### src/sv/lppo_pkg.sv
// ----------------------------------------------------------------------------
// lppo_pkg
// Shared types and constants for the lidar packet parser and obstacle unit.
// ----------------------------------------------------------------------------
package lppo_pkg;

  localparam int unsigned POINTS_PER_PACKET = 12;
  localparam int unsigned PT_IDX_W          = 4;

  localparam logic [7:0]  HDR0_BYTE   = 8'h54;
  localparam logic [7:0]  HDR1_BYTE   = 8'h2C;
  localparam logic [7:0]  CRC_INIT    = 8'hD8;
  localparam logic [7:0]  CRC_POLY    = 8'h4D;
  localparam logic [16:0] FULL_TURN   = 17'd36000;
  localparam logic [15:0] NONE_DIST   = 16'd9999;

  // Body byte positions
  localparam logic [5:0] IDX_SPEED_HI = 6'd1;
  localparam logic [5:0] IDX_START_HI = 6'd3;
  localparam logic [5:0] IDX_PT_FIRST = 6'd4;
  localparam logic [5:0] IDX_PT_LAST  = 6'd39;
  localparam logic [5:0] IDX_END_HI   = 6'd41;
  localparam logic [5:0] IDX_STAMP_HI = 6'd43;
  localparam logic [5:0] IDX_CRC      = 6'd44;

  // Divide by (POINTS_PER_PACKET - 1) = 11: ceil(2^19 / 11), exact below 36000
  localparam logic [15:0] RECIP_11    = 16'd47663;
  localparam int unsigned RECIP_SHIFT = 19;

  // Configuration register indexes
  localparam logic [2:0] CFG_ZONE_START = 3'd0;
  localparam logic [2:0] CFG_ZONE_END   = 3'd1;
  localparam logic [2:0] CFG_BRAKE      = 3'd2;
  localparam logic [2:0] CFG_MIN_VALID  = 3'd3;

  localparam logic [15:0] RST_ZONE_START = 16'd31500;
  localparam logic [15:0] RST_ZONE_END   = 16'd4500;
  localparam logic [15:0] RST_BRAKE      = 16'd600;
  localparam logic [15:0] RST_MIN_VALID  = 16'd50;

  typedef enum logic [1:0] {
    PH_HUNT = 2'd0,
    PH_HDR  = 2'd1,
    PH_BODY = 2'd2
  } sync_phase_t;

  typedef enum logic [2:0] {
    ST_IDLE = 3'd0,
    ST_CRC  = 3'd1,
    ST_MOD  = 3'd2,
    ST_DIFF = 3'd3,
    ST_MUL  = 3'd4,
    ST_EMIT = 3'd5
  } seq_state_t;

endpackage

### src/sv/lidar_packet_parser_obstacle_unit.sv
// ----------------------------------------------------------------------------
// lidar_packet_parser_obstacle_unit
// Serial packet parser with CRC-8 check, angle interpolation and a front-zone
// obstacle verdict per packet.
// ----------------------------------------------------------------------------
//  channel  | dir | handshake              | payload
//  ---------+-----+------------------------+---------------------------------
//  in_      | in  | in_tvalid / in_tready  | in_tdata: rx_byte
//  out_     | out | out_tvalid / out_tready| out_tdata: point fields, out_tlast
//  cfg_     | in  | cfg_wr_en              | cfg_index, cfg_wdata
//
//  Header and hunting bytes need only the transfer. Body bytes take the
//  transfer plus 4 passes of the shared 2-bit CRC shifter. The CRC byte of a
//  good packet takes the transfer, angle setup (modulo, span, reciprocal
//  multiply) and emission of the 12 points, which out_tready can stall; a
//  failing CRC byte takes only the transfer. The output register
//  lets the next byte transfer in while the last point waits. rst_n is
//  synchronous; it clears the phase, sequencer and configuration registers,
//  while packet fields need no reset.
// ----------------------------------------------------------------------------
module lidar_packet_parser_obstacle_unit
  import lppo_pkg::*;
(
  input  logic        clk,
  input  logic        rst_n,
  // in_tdata: [7:0] rx_byte
  input  logic        in_tvalid,
  output logic        in_tready,
  input  logic [7:0]  in_tdata,
  // out_tdata: [3:0] point_index, [19:4] distance_mm, [27:20] intensity,
  //   [43:28] angle, [44] in_zone, [60:45] rotation_speed, [76:61] time_stamp,
  //   [77] obstacle, [93:78] nearest_distance, [95:94] zero
  output logic        out_tvalid,
  input  logic        out_tready,
  output logic [95:0] out_tdata,
  output logic        out_tlast,
  input  logic        cfg_wr_en,
  input  logic [2:0]  cfg_index,
  input  logic [15:0] cfg_wdata
);

  localparam logic [PT_IDX_W-1:0] LAST_PT = PT_IDX_W'(POINTS_PER_PACKET - 1);

  function automatic logic [7:0] crc_bit(input logic [7:0] c);
    logic [7:0] sh;
    sh = {c[6:0], 1'b0};
    return c[7] ? (sh ^ CRC_POLY) : sh;
  endfunction

  // configuration
  logic [15:0] zone_start_r, zone_end_r, brake_r, min_valid_r;

  // parser state
  sync_phase_t phase_r;
  logic [5:0]  idx_r;
  logic [7:0]  crc_r;
  logic [7:0]  hold_r;
  logic [15:0] speed_r, start_r, end_r, stamp_r;
  logic [PT_IDX_W-1:0] wr_pt_r;
  logic [1:0]  wr_sub_r;
  logic [15:0] dist_mem [POINTS_PER_PACKET];
  logic [7:0]  inten_mem [POINTS_PER_PACKET];

  // sequencer
  seq_state_t  state_r, state_nxt;
  logic [1:0]  crc_cnt_r;
  logic [15:0] s_mod_r, e_mod_r, diff_r;
  logic [11:0] step_r;
  logic [15:0] ang_r;
  logic [PT_IDX_W-1:0] emit_idx_r;
  logic        found_r;
  logic [15:0] nearest_r;

  // output register
  logic        out_valid_r;
  logic [95:0] out_data_r;
  logic        out_last_r;

  logic        in_xfer;
  logic        load_out;
  logic [7:0]  b;
  logic [15:0] word;
  logic        body_byte;
  logic        crc_ok;

  assign b         = in_tdata;
  assign word      = {b, hold_r};
  assign in_xfer   = in_tvalid && in_tready;
  assign body_byte = in_xfer && (phase_r == PH_BODY);
  assign crc_ok    = (crc_r == b);

  // next state
  always_comb begin
    state_nxt = state_r;
    unique case (state_r)
      ST_IDLE: begin
        if (body_byte) begin
          if (idx_r < IDX_CRC) begin
            state_nxt = ST_CRC;
          end else if (crc_ok) begin
            state_nxt = ST_MOD;
          end
        end
      end
      ST_CRC:  if (crc_cnt_r == 2'd3) state_nxt = ST_IDLE;
      ST_MOD:  state_nxt = ST_DIFF;
      ST_DIFF: state_nxt = ST_MUL;
      ST_MUL:  state_nxt = ST_EMIT;
      ST_EMIT: if (load_out && emit_idx_r == LAST_PT) state_nxt = ST_IDLE;
      default: state_nxt = ST_IDLE;
    endcase
  end

  // sequencer outputs
  always_comb begin
    in_tready = 1'b0;
    load_out  = 1'b0;
    unique case (state_r)
      ST_IDLE: in_tready = 1'b1;
      ST_EMIT: load_out  = !out_valid_r || out_tready;
      default: ;
    endcase
  end

  // current point evaluation
  logic [15:0] cur_dist;
  logic [7:0]  cur_inten;
  logic        cur_zone, cur_qual, cur_last;
  logic        found_now;
  logic [15:0] nearest_now;
  logic [16:0] ang_sum;

  assign cur_dist  = dist_mem[emit_idx_r];
  assign cur_inten = inten_mem[emit_idx_r];
  assign cur_zone  = (ang_r >= zone_start_r) || (ang_r <= zone_end_r);
  assign cur_qual  = cur_zone && (cur_dist > min_valid_r) && (cur_dist < brake_r);
  assign cur_last  = (emit_idx_r == LAST_PT);
  assign found_now = found_r || cur_qual;
  assign nearest_now = (cur_qual && cur_dist < nearest_r) ? cur_dist : nearest_r;
  assign ang_sum   = {1'b0, ang_r} + {5'd0, step_r};

  always_ff @(posedge clk) begin
    if (!rst_n) begin
      zone_start_r <= RST_ZONE_START;
      zone_end_r   <= RST_ZONE_END;
      brake_r      <= RST_BRAKE;
      min_valid_r  <= RST_MIN_VALID;
    end else if (cfg_wr_en) begin
      unique case (cfg_index)
        CFG_ZONE_START: zone_start_r <= cfg_wdata;
        CFG_ZONE_END:   zone_end_r   <= cfg_wdata;
        CFG_BRAKE:      brake_r      <= cfg_wdata;
        CFG_MIN_VALID:  min_valid_r  <= cfg_wdata;
        default: ;
      endcase
    end
  end

  // control registers
  always_ff @(posedge clk) begin
    if (!rst_n) begin
      state_r     <= ST_IDLE;
      phase_r     <= PH_HUNT;
      idx_r       <= '0;
      crc_r       <= CRC_INIT;
      crc_cnt_r   <= '0;
      emit_idx_r  <= '0;
      out_valid_r <= 1'b0;
      wr_pt_r     <= '0;
      wr_sub_r    <= '0;
    end else begin
      state_r <= state_nxt;

      if (in_xfer) begin
        unique case (phase_r)
          PH_HDR: begin
            if (b == HDR1_BYTE) begin
              phase_r <= PH_BODY;
              idx_r   <= '0;
              crc_r   <= CRC_INIT;
            end else if (b != HDR0_BYTE) begin
              phase_r <= PH_HUNT;
            end
          end
          PH_BODY: begin
            if (idx_r < IDX_CRC) begin
              crc_r     <= crc_r ^ b;
              crc_cnt_r <= '0;
              idx_r     <= idx_r + 6'd1;
            end else begin
              phase_r <= PH_HUNT;
              idx_r   <= '0;
            end
            if (idx_r == IDX_START_HI) begin
              wr_pt_r  <= '0;
              wr_sub_r <= '0;
            end else if (idx_r >= IDX_PT_FIRST && idx_r <= IDX_PT_LAST) begin
              if (wr_sub_r == 2'd2) begin
                wr_sub_r <= '0;
                wr_pt_r  <= wr_pt_r + PT_IDX_W'(1);
              end else begin
                wr_sub_r <= wr_sub_r + 2'd1;
              end
            end
          end
          default: phase_r <= (b == HDR0_BYTE) ? PH_HDR : PH_HUNT;
        endcase
      end

      // two CRC bits per pass through the shared shifter
      if (state_r == ST_CRC) begin
        crc_r     <= crc_bit(crc_bit(crc_r));
        crc_cnt_r <= crc_cnt_r + 2'd1;
      end

      if (state_r == ST_MUL) begin
        emit_idx_r <= '0;
      end else if (load_out) begin
        emit_idx_r <= emit_idx_r + PT_IDX_W'(1);
      end

      if (load_out) begin
        out_valid_r <= 1'b1;
      end else if (out_tready) begin
        out_valid_r <= 1'b0;
      end
    end
  end

  // packet fields and point store
  always_ff @(posedge clk) begin
    if (body_byte && idx_r < IDX_CRC) begin
      hold_r <= b;
      if (idx_r == IDX_SPEED_HI) speed_r <= word;
      if (idx_r == IDX_START_HI) start_r <= word;
      if (idx_r == IDX_END_HI)   end_r   <= word;
      if (idx_r == IDX_STAMP_HI) stamp_r <= word;
      if (idx_r >= IDX_PT_FIRST && idx_r <= IDX_PT_LAST) begin
        if (wr_sub_r == 2'd1) begin
          dist_mem[wr_pt_r] <= word;
        end
        if (wr_sub_r == 2'd2) begin
          inten_mem[wr_pt_r] <= b;
        end
      end
    end
  end

  // angle setup and emission datapath
  always_ff @(posedge clk) begin
    logic [31:0] prod;
    prod = {16'd0, diff_r} * {16'd0, RECIP_11};
    unique case (state_r)
      ST_MOD: begin
        s_mod_r <= ({1'b0, start_r} >= FULL_TURN) ?
                   16'({1'b0, start_r} - FULL_TURN) : start_r;
        e_mod_r <= ({1'b0, end_r} >= FULL_TURN) ?
                   16'({1'b0, end_r} - FULL_TURN) : end_r;
      end
      ST_DIFF: begin
        diff_r <= (e_mod_r >= s_mod_r) ? (e_mod_r - s_mod_r) :
                  16'({1'b0, e_mod_r} + FULL_TURN - {1'b0, s_mod_r});
      end
      ST_MUL: begin
        step_r    <= prod[RECIP_SHIFT +: 12];
        ang_r     <= s_mod_r;
        found_r   <= 1'b0;
        nearest_r <= NONE_DIST;
      end
      ST_EMIT: begin
        if (load_out) begin
          ang_r     <= (ang_sum >= FULL_TURN) ? 16'(ang_sum - FULL_TURN) : ang_sum[15:0];
          found_r   <= found_now;
          nearest_r <= nearest_now;
          out_last_r <= cur_last;
          out_data_r <= {2'b00,
                         cur_last ? nearest_now : 16'd0,
                         cur_last && found_now,
                         stamp_r,
                         speed_r,
                         cur_zone,
                         ang_r,
                         cur_inten,
                         cur_dist,
                         emit_idx_r};
        end
      end
      default: ;
    endcase
  end

  assign out_tvalid = out_valid_r;
  assign out_tdata  = out_data_r;
  assign out_tlast  = out_last_r;

  // checks
  a_last_is_point11: assert property (@(posedge clk) disable iff (!rst_n)
    out_tvalid && out_tlast |-> out_tdata[3:0] == LAST_PT)
    else $error("tlast on a point other than the last");

  a_verdict_only_last: assert property (@(posedge clk) disable iff (!rst_n)
    out_tvalid && !out_tlast |-> !out_tdata[77] && out_tdata[93:78] == 16'd0)
    else $error("obstacle verdict on a non-final point");

  a_no_input_while_busy: assert property (@(posedge clk) disable iff (!rst_n)
    state_r == ST_EMIT |-> !in_tready)
    else $error("input accepted during emission");

  a_emit_index_range: assert property (@(posedge clk) disable iff (!rst_n)
    state_r == ST_EMIT |-> emit_idx_r <= LAST_PT)
    else $error("emission index out of range");

endmodule

### config.mk
export PLATFORM = sky130hd
export DESIGN_NAME = lidar_packet_parser_obstacle_unit
export DESIGN_NICKNAME = d
export VERILOG_FILES = /design/src/sv/lppo_pkg.sv /design/src/sv/lidar_packet_parser_obstacle_unit.sv
export SDC_FILE = /design/constraint.sdc
export NUM_CORES = 1
export LEC_CHECK = 0
export ABC_AREA = 1
export BUFFER_PORTS_ARGS = -buffer_cell sky130_fd_sc_hd__buf_2
export CAP_MARGIN = 20
export CORE_MARGIN = 3
export CORE_UTILIZATION = 49
export DETAILED_ROUTE_END_ITERATION = 10
export GPL_TIMING_DRIVEN = 0
export HOLD_SLACK_MARGIN = 0.02
export PLACE_DENSITY = 0.77
export SETUP_SLACK_MARGIN = 0.5
export SLEW_MARGIN = 25
export SYNTH_ARGS = -nofsm -noshare
export SYNTH_HDL_FRONTEND = slang
export SYNTH_SLANG_ARGS = --single-unit
export TNS_END_PERCENT = 1
### constraint.sdc
create_clock -name clk -period 8.76 [get_ports clk]
set_input_delay 0.438 -clock clk [delete_from_list [all_inputs] [get_ports clk]]
set_output_delay 0.438 -clock clk [all_outputs]
set_load 0.02 [all_outputs]
==> flow_metrics.tcl, run 1 <==
set metrics [dict create \
    outcome "finished, final reports clean" \
    cp.arrival_ps 6320 \
    end_kind "register" \
    crit_top_cell "fa_1" \
    synthCells 3195 \
    htree_levels 2 \
    critPathLaunchType "register" \
    insertion_delay_ps 650 \
    drt_wl_total_mm 82.2 \
    yosys_warnings 0 \
    pre_cts_slack_ps 2830 \
    setup_tns_ps 0 \
    syn_to_final_growth_pct 12.6 \
    ir_drop_v 0.000167 \
    clock_skew_ps 37.8 \
    yosysSeqAreaShare_pct 54.1 \
    wirelength_met1_mm 34.0 \
    ys_seq_elements 648 \
    grt_max_degree 33 \
    setup_violations 0 \
    nets 3829 \
    clkTransAtPathRegs_ps 60 \
    slowest_delay_ps 810 \
    fin_crit_sh_pct 68.0 \
    cts_sinks 648 \
    numPortBuffers 127 \
    tightest_slew_ps 915 \
    grt_pass1_wl_mm 129 \
    path_cells "ha_1 -> inv_1 -> fa_1 -> fa_1 -> fa_1 -> fa_1 -> inv_1 -> fa_1 -> ha_1 -> nand2_1 -> nor2_1 -> inv_1 -> nor3_1 -> nand3_1 -> nand3_1 -> a21o_1 -> a21boi_0 -> o21ai_0 -> xor2_1" \
    path_buf_inv 3 \
    layout-drive-gt1-share_pct 8.32 \
    layout_min_cycle_time_ps 5960 \
    vias_per_cell 5.49 \
    clockBufferDepth 3 \
    drv_slew 0 \
    vias 24100 \
    post-dp-hpwl_mm 58.6 \
    row_count 96 \
    cts_tree "done" \
    syn_area_per_cell_sq_um 10.7 \
    largest_reg_flops 192 \
    rsz0062_at_grt "no" \
    dr_wl_met2_mm 37.9 \
    drt-wirelength-per-cell_um 18.7 \
    top_layer "met4" \
    syn_area_sq_mm 0.0341 \
    die_area_sq_mm 0.0728 \
    cp_top_family "adder cells" \
    leakage_nw 15.7 \
    die_w_um 270 \
    synth-edff-count 548 \
    hold_viol_final 0 \
    synth_cell_types 53 \
    drc 0 \
    fmaxAchievable_ghz 0.168 \
    critPathLaunch "diff_r[7]" \
    critPathMaxFanout 10 \
    required_ps 9120 \
    synth_ff_type "edfxtp_1" \
    overflow 0 \
    postRouteAntennaNets 0 \
    top_register "dist_mem" \
    track_usage_pct 22.4 \
    grt_pass1_vias 23700 \
    p_per_area_mw_per_mm2 166 \
    drtPass1Iterations 8 \
    ctsResizeCount 0 \
    hp-start "cfg_wdata[2]" \
    r2r_start "diff_r[7]" \
    globalplace.congestion 0.914 \
    slew-limit-headroom_pct 38.8 \
    path_class "reg2reg" \
    io_pins 131 \
    post_cts_buffers 0 \
    synthArstFlopShare_pct 0 \
    hold_class "in2reg" \
    cts_root_buf "clkbuf_16" \
    wl_met3_mm 7.04 \
    drt_iter0_markers 2403 \
    initial_utilization_pct 49.6 \
    postLayoutSetupSlackWorst_ps 2800 \
    cp_slowest_cell "edfxtp_1" \
    cts-buffers-inserted 60 \
    drv_cap 0 \
    core_area_sq_mm 0.0688 \
    die_height_um 270 \
    antenna_found_initial 2 \
    cts-hold-fix-buffers 0 \
]
==> worst register-to-register path, stage by stage, from the launching register on <==
cell and delay [ps]:
edfxtp_1 810, ha_1 350, inv_1 70, fa_1 430
fa_1 520, fa_1 520, fa_1 550, inv_1 60
fa_1 480, ha_1 430, nand2_1 100, nor2_1 110
inv_1 60, nor3_1 230, nand3_1 130, nand3_1 200
a21o_1 190, a21boi_0 150, o21ai_0 220, xor2_1 100
==> power by group <==
part,switching [W],internal (W),leakage [nW]
sequential,0.0000381,0.00336,5.74
combinational,0.000186,0.0000860,8.93
clock,0.00117,0.00153,1.00
total,0.00140,0.00498,15.7
==> stage by stage <==
stage | area [sq um] | hold slack (ps) | total power [W] | util [%] | instances
2_1_floorplan | 34100 | 400 | 0.00363 | - | 3196
3_3_place_gp | 35900 | 401 | 0.00372 | 52.2 | 4254
3_5_place_dp | 36300 | 405 | 0.00373 | 52.8 | 4278
4_1_cts | 38400 | 66.0 | 0.00639 | 55.8 | 4392
5_1_grt | 38400 | 109 | 0.00654 | 55.8 | 4394
6_report | 38400 | 87.6 | 0.00638 | 55.8 | 4394
==> cells by family after synthesis <==
logic type,Yosys count,synth area share [%]
adders and majority gates,388,16.6
DFF,648,54.1
AOI/OAI and AO/OA,604,10.1
buffers and inverters,564,6.33
xor gates and xnor gates,78,2.00
and+or+nand+nor,912,10.8
other,1,0.0110
==> cell usage after synthesis (all sizes together) (6+ instances only) <==
cell / instances / area share, %
o221ai: 20 / 0.51
fa: 108 / 6.3
o21bai: 6 / 0.13
edfxtp: 548 / 48
a21o: 8 / 0.18
ha: 280 / 10
nor4: 7 / 0.13
nand3: 88 / 1.3
clkbuf: 79 / 0.87
o21ai: 283 / 4.2
nor2: 334 / 3.7
a21boi: 7 / 0.15
inv: 468 / 5.2
nor3: 35 / 0.51
o32ai: 15 / 0.39
xnor2: 22 / 0.56
dfxtp: 100 / 5.9
xor2: 56 / 1.4
o21a: 7 / 0.15
nand4: 19 / 0.35
nand2: 417 / 4.6
o22ai: 31 / 0.57
o211ai: 24 / 0.53
a31oi: 10 / 0.18
a21oi: 165 / 2.5
buf: 14 / 0.27
a211oi: 17 / 0.37
==> cells in the final DEF (no fill, tap or decap), drive strengths merged, types with 10 or more instances in the layout <==
master  Yosys  final
edfxtp    548    548
inv       468    471
nand2     417    417
nor2      334    334
o21ai     283    283
ha        280    280
a21oi     165    165
buf        14    165
clkbuf     79    162
fa        108    108
dfxtp     100    100
nand3      88     88
xor2       56     56
nor3       35     35
o22ai      31     31
o211ai     24     24
clkinv      3     23
xnor2      22     22
o221ai     20     20
nand4      19     19
a211oi     17     17
o32ai      15     15
a31oi      10     10
==> per-layer routing <==
metal	up-vias	GRT usage [%]
li1	11300	-
met1	11400	30.7
met2	1095	36.1
met3	231	3.34
met4	0	8.74
met5	-	0
==> final timing paths <==
kind,endpoint,slack (ps),cells past startpoint
setup reg to reg,step_r[11],2800,19
setup / recovery,step_r[11],2800,19
hold / removal,zone_start_r[2],90,3
hold reg to reg,s_mod_r[1],410,0
==> cell type report <==
class / instances / area, sq um
diodes: 2 / 5.00
multi-input cells: 1984 / 13600
inverters: 471 / 1770
well taps: 931 / 1160
flip-flops and latches: 648 / 18500
clock inverters: 31 / 380
repair buffers: 151 / 968
fillers: 5620 / 30400
plain buffers: 93 / 389
clock buffers: 83 / 1680
Note: power is estimated with default switching activity, not from simulation.
==> run 2, diff against run 1 <==
==> constraint.sdc (replaced) <==
create_clock -name clk -period 5.69 [get_ports clk]
set_input_delay 0.2845 -clock clk [delete_from_list [all_inputs] [get_ports clk]]
set_output_delay 0.2845 -clock clk [all_outputs]
set_load 0.02 [all_outputs]
==> run 2 against run 1 <==
Against the previous run: sequential power increased by 54%; register-to-register slack worse by 2500 ps; critical path depth rose by 1; maximum frequency increased by 10%; hold slack worse by 4.5 ps; first-iteration DRC count grew 9.9%; final area rose by 2.7%; via count rose by 3.0%; combinational power up 57%.
==> flow_metrics.tcl, run 2 (synthesis results as in run 1) <==
set metrics [dict create \
    critPathLaunchType "register" \
    initial_utilization_pct 49.6 \
    use_met2_pct 37.0 \
    pre_cts_slack_ps -232 \
    antenna_found_initial 1 \
    busiest_layer "met2" \
    insertion_delay_ps 650 \
    crit_top_cell "fa_1" \
    globalplace.congestion 0.927 \
    vias 24800 \
    setup_violations 0 \
    slowest_delay_ps 560 \
    vias_per_cell 5.56 \
    drc 0 \
    core_area_sq_mm 0.0688 \
    mostFrequentLayoutCell "edfxtp_1" \
    track_usage_pct 22.7 \
    layout-drive-gt1-share_pct 11.7 \
    drt_iter0_markers 2642 \
    num-fill-cells 5414 \
    overflow 0 \
    finalPower_w 0.00993 \
    nets 3904 \
    grt_util_met1_pct 30.8 \
    fin_area_sq_mm 0.0394 \
    critPathMaxFanout 6 \
    outcome "finished, final reports clean" \
    clkTransAtPathRegs_ps 70 \
    die_area_sq_mm 0.0728 \
    grt_pass1_wl_mm 131 \
    required_ps 6070 \
    met3_usage_pct 3.63 \
    postLayoutSetupSlackWorst_ps 297 \
    drt-wirelength-per-cell_um 19.1 \
    cts_tree "done" \
    place_area_sq_mm 0.0363 \
    fmaxAchievable_ghz 0.185 \
    ir_drop_v 0.000264 \
    io_pins 131 \
    numPortBuffers 127 \
    path_class "reg2reg" \
    path_cells "buf_4 -> ha_1 -> inv_1 -> fa_1 -> fa_1 -> fa_1 -> fa_1 -> inv_1 -> fa_1 -> ha_4 -> nand2_2 -> nor2_1 -> inv_1 -> nor3_2 -> nand3_1 -> nand3_2 -> a21o_1 -> a21boi_2 -> buf_4 -> xnor2_2" \
    post-dp-hpwl_mm 58.5 \
    drv_cap 0 \
    die_w_um 270 \
    die_height_um 270 \
    clock_skew_ps 27.1 \
    row_count 96 \
    grt_pass1_vias 24100 \
    dp_cells 4278 \
    drt_wl_total_mm 85.3 \
    slew-limit-headroom_pct 34.4 \
    cp_top_family "adder cells" \
    cts_sinks 648 \
    fin_crit_sh_pct 94.8 \
    cp.arrival_ps 5770 \
    htree_levels 2 \
    path_buf_inv 5 \
    instances_no_fill 4469 \
    postRouteAntennaNets 0 \
    cts-buffers-inserted 61 \
    tightest_slew_ps 981 \
    p_per_area_mw_per_mm2 252 \
    leakage_nw 16.1 \
    end_kind "register" \
    syn_to_final_growth_pct 15.6 \
    hold_viol_final 0 \
    rsz0062_at_grt "yes" \
    cts_root_buf "clkbuf_16" \
    hold_class "in2reg" \
    final_cell_mix "edfxtp_1, inv_1, nand2_1" \
    largest_reg_flops 192 \
    layout_min_cycle_time_ps 5390 \
    drv_slew 0 \
    clockBufferDepth 3 \
    top_register "dist_mem" \
    post-route-util_pct 57.3 \
    drtPass1Iterations 5 \
    cp_slowest_cell "fa_1" \
    grt_max_degree 33 \
]
-- run 2: cell types whose count changed in the layout (fill, tap and decap cells not counted), moves of 9 or more --
cell,before,now
inv_2,1,11
ha_1,280,266
nand2_2,2,11
ha_4,0,13
a21oi_2,0,9
nand2_1,414,405
inv_1,466,456
buf_4,10,59
a21oi_1,163,153
dlygate4sd3_1,0,16
-- run 2: layout make-up --
type	count	area [sq um]	area share, %
Sequential cell	648	18500	46.8
Multi-Input combinational cell	1984	13900	35.3
Buffer	93	390	0.990
Timing Repair Buffer	225	1630	4.13
Inverter	471	1770	4.49
Clock buffer	78	1660	4.21
Tap cell	931	1160	2.95
Clock inverter	38	454	1.15
Antenna cell	1	2.50	0.00635
-- run 2: what timing repair did --
| item | 4_1_cts | 5_1_grt |
|---|---|---|
| setup endpoints to repair | 32 | 46 |
| pin swaps | 28 | 44 |
| hold endpoints to repair | 45 | 0 |
| gates resized for setup | 39 | 44 |
| gates cloned | 0 | 0 |
| hold buffers | 16 | 0 |
| setup buffers | 45 | 13 |
-- run 2: metrics by stage --
step / setup TNS, ps / hold WS (ps)
final: 0 / 83.1
after global routing: 0 / 78.5
after CTS: 0 / 38.6
after detailed placement: -498 / 405
after global placement: -11290 / 401
after floorplan: 0 / 383
-- run 2: final timing paths --
check	start	to	slack, ps	depth (start not counted)
hold / removal	cfg_index[0]	brake_r[4]	80	3
hold reg to reg	speed_r[11]	out_tdata[56]	420	0
setup reg to reg	diff_r[6]	step_r[9]	300	20
setup / recovery	diff_r[6]	step_r[9]	300	20
-- run 2: metal layers --
layer | vias to the layer above | wire [um]
met4 | 0 | 3180
met3 | 225 | 7530
met2 | 1191 | 39800
met5 | - | 0
met1 | 11900 | 34700
li1 | 11500 | -
-- run 2: tightest hold or removal path: stages --
cell      delay (ps)
buf_2            110
nor3_2           110
o211ai_1         160
-- run 2: where the power goes --
| part | leakage (nW) | total (W) | internal (W) | switching [W] |
|---|---|---|---|---|
| Clock | 1.01 | 0.00427 | 0.00241 | 0.00186 |
| Combinational | 9.34 | 0.000428 | 0.000140 | 0.000288 |
| Sequential | 5.74 | 0.00524 | 0.00518 | 0.0000578 |
| Total | 16.1 | 0.00993 | 0.00772 | 0.00221 |
